**src/rtl/lagr_pkg.sv**
```systemverilog
// Shared types and codes for the Lagrange interpolation evaluator.
package lagr_pkg;

  typedef enum logic [1:0] {
    ACT_CLEAR  = 2'd0,
    ACT_APPEND = 2'd1,
    ACT_EVAL   = 2'd2,
    ACT_NOP    = 2'd3
  } action_t;

  typedef enum logic [2:0] {
    ST_OK    = 3'd0,
    ST_EMPTY = 3'd1,
    ST_DUP   = 3'd2,
    ST_FULL  = 3'd3,
    ST_OVF   = 3'd4
  } status_t;

  localparam int unsigned WORD_W = 32;

endpackage

```
**src/rtl/lagr_if.sv**
```systemverilog
// Valid/ready channel interfaces for requests and results of the evaluator.
interface lagr_req_if;
  logic                    valid;
  logic                    ready;
  lagr_pkg::action_t       action;
  logic signed [31:0]      point_x;
  logic signed [31:0]      point_y;
  logic signed [31:0]      query_x;
  modport source (output valid, action, point_x, point_y, query_x, input ready);
  modport sink (input valid, action, point_x, point_y, query_x, output ready);
endinterface

interface lagr_rsp_if;
  logic                    valid;
  logic                    ready;
  logic signed [31:0]      value;
  lagr_pkg::status_t       status;
  modport source (output valid, value, status, input ready);
  modport sink (input valid, value, status, output ready);
endinterface

```
**src/rtl/lagrange_interpolation_eval_core.sv**
```systemverilog
// Lagrange interpolation evaluator: point table in memory with a shared serial divider.
// One request is handled at a time; a new request is taken while the previous result
// still waits in the output register. Clear and ignored actions go straight to the result,
// an append makes one memory read per duplicate compare against each of the n stored
// points, and an evaluate forms n*(n-1) ratios with the restoring divider, which retires
// one quotient bit per cycle.
module lagrange_interpolation_eval_core #(
  parameter int MAX_POINTS = 16,
  parameter int FRAC_BITS  = 16
) (
  input  logic         clk,
  input  logic         rst,
  lagr_req_if.sink     req,
  lagr_rsp_if.source   rsp
);
  import lagr_pkg::*;

  localparam int IW  = (MAX_POINTS > 2) ? $clog2(MAX_POINTS) : 1;
  localparam int CW  = $clog2(MAX_POINTS + 1);
  localparam int NW  = 33 + FRAC_BITS;
  localparam int DCW = $clog2(NW + 1);

  typedef enum logic [4:0] {
    S_IDLE, S_DISP, S_AREQ, S_AWAIT, S_ACMP, S_AWR,
    S_IREQ, S_IWAIT, S_ILOAD, S_J, S_JWAIT, S_JLOAD,
    S_DIV, S_RAT, S_MUL, S_SCL, S_SUM, S_FIN
  } state_t;

  state_t                 state;
  logic [WORD_W-1:0]      x_mem [MAX_POINTS];
  logic [WORD_W-1:0]      y_mem [MAX_POINTS];
  logic [IW-1:0]          rd_addr;
  logic signed [31:0]     x_rd, y_rd;

  logic [CW-1:0]          count;
  logic                   dup_seen;
  action_t                act;
  logic signed [31:0]     px, py, qx, xi;
  logic [IW-1:0]          i, j;
  logic signed [31:0]     term, ratio, sum;
  logic signed [63:0]     prod;
  logic                   ovf, neg;
  logic [NW-1:0]          quo;
  logic [33:0]            rem;
  logic [32:0]            dvs;
  logic [DCW-1:0]         dcnt;
  logic signed [31:0]     res_value;
  status_t                res_status;

  logic [CW-1:0]          cnt_m1;
  logic                   last_j, last_i;
  logic signed [32:0]     num, den;
  logic [32:0]            num_mag, den_mag;
  logic [33:0]            rem_sh;
  logic                   rem_ge;
  logic signed [63:0]     adj, shf;
  logic signed [32:0]     s33;
  logic                   rsp_load;

  assign cnt_m1  = count - CW'(1);
  assign last_j  = (j == cnt_m1[IW-1:0]);
  assign last_i  = (i == cnt_m1[IW-1:0]);
  assign num     = {qx[31], qx} - {x_rd[31], x_rd};
  assign den     = {xi[31], xi} - {x_rd[31], x_rd};
  assign num_mag = num[32] ? 33'(-num) : 33'(num);
  assign den_mag = den[32] ? 33'(-den) : 33'(den);
  assign rem_sh  = {rem[32:0], quo[NW-1]};
  assign rem_ge  = (rem_sh >= {1'b0, dvs});
  // Shift toward zero: bias negative products before the arithmetic shift.
  assign adj     = prod + (prod[63] ? {{(64-FRAC_BITS){1'b0}}, {FRAC_BITS{1'b1}}} : 64'sd0);
  assign shf     = adj >>> FRAC_BITS;
  assign s33     = {sum[31], sum} + {term[31], term};
  assign rsp_load = (state == S_FIN) && (!rsp.valid || rsp.ready);

  assign req.ready = (state == S_IDLE);

  always_ff @(posedge clk) begin
    if (state == S_AWR) begin
      x_mem[count[IW-1:0]] <= px;
      y_mem[count[IW-1:0]] <= py;
    end
    x_rd <= x_mem[rd_addr];
    y_rd <= y_mem[rd_addr];
  end

  always_ff @(posedge clk) begin
    if (rst) begin
      state     <= S_IDLE;
      count     <= '0;
      dup_seen  <= 1'b0;
      rsp.valid <= 1'b0;
    end else begin
      if (rsp_load) rsp.valid <= 1'b1;
      else if (rsp.ready) rsp.valid <= 1'b0;
      case (state)
        S_IDLE: begin
          if (req.valid) begin
            act   <= req.action;
            px    <= req.point_x;
            py    <= req.point_y;
            qx    <= req.query_x;
            state <= S_DISP;
          end
        end
        S_DISP: begin
          res_value  <= '0;
          res_status <= ST_OK;
          state      <= S_FIN;
          case (act)
            ACT_CLEAR: begin
              count    <= '0;
              dup_seen <= 1'b0;
            end
            ACT_APPEND: begin
              if (count >= CW'(MAX_POINTS)) begin
                res_status <= ST_FULL;
              end else if (count == '0) begin
                state <= S_AWR;
              end else begin
                j     <= '0;
                state <= S_AREQ;
              end
            end
            ACT_EVAL: begin
              if (count == '0) begin
                res_status <= ST_EMPTY;
              end else if (dup_seen) begin
                res_status <= ST_DUP;
              end else begin
                i     <= '0;
                sum   <= '0;
                ovf   <= 1'b0;
                state <= S_IREQ;
              end
            end
            default: ;
          endcase
        end
        S_AREQ: begin
          rd_addr <= j;
          state   <= S_AWAIT;
        end
        S_AWAIT: state <= S_ACMP;
        S_ACMP: begin
          if (x_rd == px) begin
            dup_seen   <= 1'b1;
            res_status <= ST_DUP;
          end
          if (last_j) begin
            state <= S_AWR;
          end else begin
            j     <= j + IW'(1);
            state <= S_AREQ;
          end
        end
        S_AWR: begin
          count <= count + CW'(1);
          state <= S_FIN;
        end
        S_IREQ: begin
          rd_addr <= i;
          state   <= S_IWAIT;
        end
        S_IWAIT: state <= S_ILOAD;
        S_ILOAD: begin
          xi    <= x_rd;
          term  <= y_rd;
          j     <= '0;
          state <= S_J;
        end
        S_J: begin
          if (j == i) begin
            if (last_j) state <= S_SUM;
            else j <= j + IW'(1);
          end else begin
            rd_addr <= j;
            state   <= S_JWAIT;
          end
        end
        S_JWAIT: state <= S_JLOAD;
        S_JLOAD: begin
          if (den == '0) begin
            res_status <= ST_DUP;
            res_value  <= '0;
            state      <= S_FIN;
          end else begin
            quo   <= {num_mag, {FRAC_BITS{1'b0}}};
            dvs   <= den_mag;
            rem   <= '0;
            neg   <= num[32] ^ den[32];
            dcnt  <= DCW'(NW);
            state <= S_DIV;
          end
        end
        S_DIV: begin
          rem   <= rem_ge ? (rem_sh - {1'b0, dvs}) : rem_sh;
          quo   <= {quo[NW-2:0], rem_ge};
          dcnt  <= dcnt - DCW'(1);
          if (dcnt == DCW'(1)) state <= S_RAT;
        end
        S_RAT: begin
          if (neg) begin
            if ((|quo[NW-1:32]) || (quo[31] && (|quo[30:0]))) begin
              ratio <= 32'sh8000_0000;
              ovf   <= 1'b1;
            end else begin
              ratio <= -$signed(quo[31:0]);
            end
          end else begin
            if (|quo[NW-1:31]) begin
              ratio <= 32'sh7FFF_FFFF;
              ovf   <= 1'b1;
            end else begin
              ratio <= $signed(quo[31:0]);
            end
          end
          state <= S_MUL;
        end
        S_MUL: begin
          prod  <= term * ratio;
          state <= S_SCL;
        end
        S_SCL: begin
          if (!shf[63] && (|shf[62:31])) begin
            term <= 32'sh7FFF_FFFF;
            ovf  <= 1'b1;
          end else if (shf[63] && !(&shf[62:31])) begin
            term <= 32'sh8000_0000;
            ovf  <= 1'b1;
          end else begin
            term <= shf[31:0];
          end
          if (last_j) begin
            state <= S_SUM;
          end else begin
            j     <= j + IW'(1);
            state <= S_J;
          end
        end
        S_SUM: begin
          if (s33[32] != s33[31]) begin
            sum <= s33[32] ? 32'sh8000_0000 : 32'sh7FFF_FFFF;
            ovf <= 1'b1;
          end else begin
            sum <= s33[31:0];
          end
          if (last_i) begin
            state <= S_FIN;
            // The result is picked up from sum and ovf in the final state.
            res_status <= ST_OVF;
          end else begin
            i     <= i + IW'(1);
            state <= S_IREQ;
          end
        end
        S_FIN: begin
          if (rsp_load) begin
            if (act == ACT_EVAL && res_status == ST_OVF) begin
              rsp.value  <= sum;
              rsp.status <= ovf ? ST_OVF : ST_OK;
            end else begin
              rsp.value  <= res_value;
              rsp.status <= res_status;
            end
            state <= S_IDLE;
          end
        end
        default: state <= S_IDLE;
      endcase
    end
  end

endmodule

```
**src/flat_wrapper.sv**
```systemverilog
// flat-port wrapper written by rule: the top's interface ports become plain ports
module lagrange_interpolation_eval_core_flat import lagr_pkg::*;
#(
  parameter int MAX_POINTS = 16,
  parameter int FRAC_BITS  = 16
)
  (clk, rst, req_valid, req_action, req_point_x, req_point_y, req_query_x, req_ready, rsp_valid, rsp_value, rsp_status, rsp_ready);
  lagr_req_if req_i ();
  lagr_rsp_if rsp_i ();
  input  logic clk;
  input  logic rst;
  input wire logic [$bits(req_i.valid)-1:0] req_valid;
  input wire logic [$bits(req_i.action)-1:0] req_action;
  input wire logic [$bits(req_i.point_x)-1:0] req_point_x;
  input wire logic [$bits(req_i.point_y)-1:0] req_point_y;
  input wire logic [$bits(req_i.query_x)-1:0] req_query_x;
  output wire logic [$bits(req_i.ready)-1:0] req_ready;
  output wire logic [$bits(rsp_i.valid)-1:0] rsp_valid;
  output wire logic [$bits(rsp_i.value)-1:0] rsp_value;
  output wire logic [$bits(rsp_i.status)-1:0] rsp_status;
  input wire logic [$bits(rsp_i.ready)-1:0] rsp_ready;
  assign req_i.valid = req_valid;
  assign req_i.action = req_action;
  assign req_i.point_x = req_point_x;
  assign req_i.point_y = req_point_y;
  assign req_i.query_x = req_query_x;
  assign req_ready = req_i.ready;
  assign rsp_valid = rsp_i.valid;
  assign rsp_value = rsp_i.value;
  assign rsp_status = rsp_i.status;
  assign rsp_i.ready = rsp_ready;
  lagrange_interpolation_eval_core #(.MAX_POINTS(MAX_POINTS), .FRAC_BITS(FRAC_BITS)) u_core (.clk(clk), .rst(rst), .req(req_i), .rsp(rsp_i));
endmodule
```
**config.mk**
```make
export PLATFORM = sky130hd
export DESIGN_NAME = lagrange_interpolation_eval_core_flat
export DESIGN_NICKNAME = d
export VERILOG_FILES = /design/src/rtl/lagr_pkg.sv /design/src/rtl/lagr_if.sv /design/src/rtl/lagrange_interpolation_eval_core.sv /design/src/flat_wrapper.sv
export SDC_FILE = /design/constraint.sdc
export NUM_CORES = 2
export LEC_CHECK = 0
export ABC_AREA = 0
export BUFFER_PORTS_ARGS = -buffer_cell sky130_fd_sc_hd__buf_2
export CAP_MARGIN = 20
export CORE_MARGIN = 4
export CORE_UTILIZATION = 33
export DETAILED_ROUTE_END_ITERATION = 10
export HOLD_SLACK_MARGIN = 0.1
export PLACE_DENSITY_LB_ADDON = 0.08
export SYNTH_ARGS = -nofsm -noshare
export SYNTH_HDL_FRONTEND = slang
export SYNTH_SLANG_ARGS = --single-unit
```
**constraint.sdc**
```tcl
create_clock -name clk -period 19.87 [get_ports clk]
set_clock_uncertainty 0.15 [all_clocks]
set_input_delay 2.9805 -clock clk [delete_from_list [all_inputs] [get_ports clk]]
set_output_delay 2.9805 -clock clk [all_outputs]
set_load 0.05 [all_outputs]
```
==> results.md <==
* H-tree Lvls at 4
* GRT Util Overall at 19.1%
* Reg2reg path depth at 26
* Buf/Inv on CP at 5
* R2R Setup Slk at 10.11 ns
* Initial Utilization at 33.2%
* Critical Path Source Type: flip-flop
* Async SR Flop Fraction at 0%
* Final ANT Viol Nets at 0
* Fmax at 102 MHz
* Final nets at 9611
* Slew margin rel. at 30.2%
* # rows at 205
* Post-CTS sizing at 0
* Worst-Margin Slew at 1.04 ns
* Max-cap violations at 0
* Cells after synthesis at 7962
* Fillers at 30008
* Num CTS Buffers at 185
* Port Buffers at 138
* CTS Hold Bufs at 0
* Top_reg_cell synth: edfxtp_1
* Synth top area share at 43.1%
* Root buffer cell: clkbuf_16
* Die width at 568 µm
* Iteration-0 DRC Markers at 3589
* CP max stage delay at 0.56 ns
* Area leader, netlist: edfxtp_1
* Final instance area at 0.116 mm²
* DP Area at 0.110 mm²
* Status: finished clean
* DR WL/cell at 24.9 µm
* Setup-failing EPs final at 0
* Initial antenna violation count at 33
* Wl on met1 at 135000 µm
* CP Data Required Time at 20.26 ns
* Die area at 0.323 mm²
* Reg-to-reg endpoint: u_core.prod[60]
* First-pass GRT wire length at 459000 µm
* Crit path to: u_core.prod[60]
* Via count at 61853
* Mapped Avg Cell Area at 13.0 µm²
* Synth area leaders: edfxtp_1 (43%), fa_1 (21%), mux4_2 (7.0%)
* Top-Level Pins at 139
* EDFF count, synth at 1487
* Post-CTS setup buffers at 0
* Yosys cell types at 93
* Area growth syn-to-layout at 11.6%
* Setup TNS at 0 ns
* Vias/cell at 5.00
* Period utilization at 49.1%
* Critical Path AT at 10.15 ns
* Routed wl met2 at 157000 µm
* #FFs+latches synth at 1563
* Most frequent cells in the layout: edfxtp_1 (1487), fa_1 (1086), inv_1 (1073)
* Core Footprint at 0.312 mm²
* Clock buffer depth at 4
* Ratio of cells with drive above 1 in the final layout at 11.6%
* Crit path max fanout at 25
* Clock-pin slew on the worst setup and hold paths at 0.06 ns
* Top sig layer: met5
* Commonest non-fill, non-tap cell in the layout: edfxtp_1
* Origin of the worst setup path: u_core.term[12]
* Drt first pass iters at 7
* Hold Vio Cnt, Final at 0
* Syn. warnings at 0
* Overall routed net length at 308000 µm
* Global placer's final weighted congestion at 0.810
* Count of pins over their slew limit at 0
* CP max-delay cell: a31oi_1
* Residual DRC at 0
* Min Tclk post-route at 9.76 ns
* Skew-Pair Late Insertion Delay at 0.90 ns
* WS Path Type: flip-flop to flip-flop
* Most Frequent Cell on Critical Path: fa_1
* Post-Syn Area at 0.104 mm²
* CTS tree: yes
* Hold Crit Class: flip-flop to flip-flop
* Setup crit end kind: flip-flop
* Number of global-route vias before repair at 66883
* CP top delay family: adder cells
* # clock sinks at 1563
* Syn nets at 9494
* Met3 wire length at 10500 µm
* Vert. Die Dim at 568 µm
* Grt ovf at 0
* Critical R2R Launch: u_core.term[12]
* Largest net degree at the start of global routing at 97
* Dpl hpwl at 215000 µm
* RSZ-0062 raised after global routing: false
* Fraction of the yosys area taken by sequential cells at 44.6%
* Levels on crit path at 26
per-stage QoR:
| step | setup WS, ns | hold WS (ns) | util [%] | cells |
|---|---|---|---|---|
| 6_report | 10.11 | 0.290 | 37.1 | 12375 |
| 5_1_grt | 9.50 | 0.301 | 37.1 | 12372 |
| 4_1_cts | 9.99 | 0.294 | 37.0 | 12370 |
| 3_5_place_dp | 10.11 | 0.289 | 35.1 | 12031 |
| 3_3_place_gp | 9.76 | 0.285 | 35.1 | 12021 |
| 2_1_floorplan | 5.66 | 0.301 | - | 7962 |
synthesized netlist by cell type (31+ instances only):
master / instances
dfxtp_1: 76
nand3_1: 82
o21ai_0: 182
nand2_1: 701
and2_1: 580
inv_1: 1073
o21a_1: 39
and3_1: 31
a31oi_1: 35
xor2_1: 121
edfxtp_1: 1487
nor2_1: 285
nor2b_1: 37
fa_1: 1086
ha_1: 344
mux2i_1: 38
buf_1: 31
a21oi_1: 224
mux4_2: 320
nor4_1: 32
a21o_1: 122
xnor2_1: 205
nand2b_1: 42
nand4_1: 51
clkbuf_1: 314
nor3_1: 75
area by class of cell:
class / instances / area [µm²] / area share [%]
clock buffer: 252 / 5030 / 4.35
timing repair buffer: 282 / 1950 / 1.68
multi-input combinational: 4973 / 52300 / 45.2
antenna: 4 / 10.0 / 0.00865
clock inverter: 87 / 971 / 0.839
inverter: 1074 / 4030 / 3.49
tap: 4140 / 5180 / 4.48
sequential: 1563 / 46200 / 39.9
metal layers:
layer | vias up | GRT usage [%]
li1 | 27505 | -
met1 | 32880 | 25.6
met2 | 1169 | 33.8
met3 | 297 | 2.05
met4 | 2 | 3.22
met5 | - | 0
how the worst min path moves through the flow:
stage	startpoint	end	slack (ns)	depth (start not counted)
after floorplan	u_core.x_rd[10]	u_core.xi[10]	0.30	0
final	u_core.res_status[1]	u_core.rsp.status[1]	0.29	0
after detailed placement	u_core.res_status[1]	u_core.rsp.status[1]	0.29	0
after global routing	u_core.res_status[1]	u_core.rsp.status[1]	0.30	0
after CTS	u_core.res_status[0]	u_core.rsp.status[0]	0.29	0
after global placement	u_core.res_status[0]	u_core.rsp.status[0]	0.28	0
state kept, by name (all words and copies together) (netlist names), 33 cells and up:
name,count
u_core.dvs,33
u_core.x_mem,512
u_core.quo,49
u_core.prod,64
u_core.y_mem,512
u_core.rem,33
cell families after synthesis:
group,after synthesis,share of synthesized area (%)
simple gates,2007,9.69
fa+ha+maj,1430,25.1
flops,1563,44.6
xor+xnor,326,2.76
mux,364,7.39
buf+inv,1426,5.18
compound gates,846,5.29
Power is not shown: default switching activity piles up to over one toggle a cycle in this logic, so the estimate is an artifact.
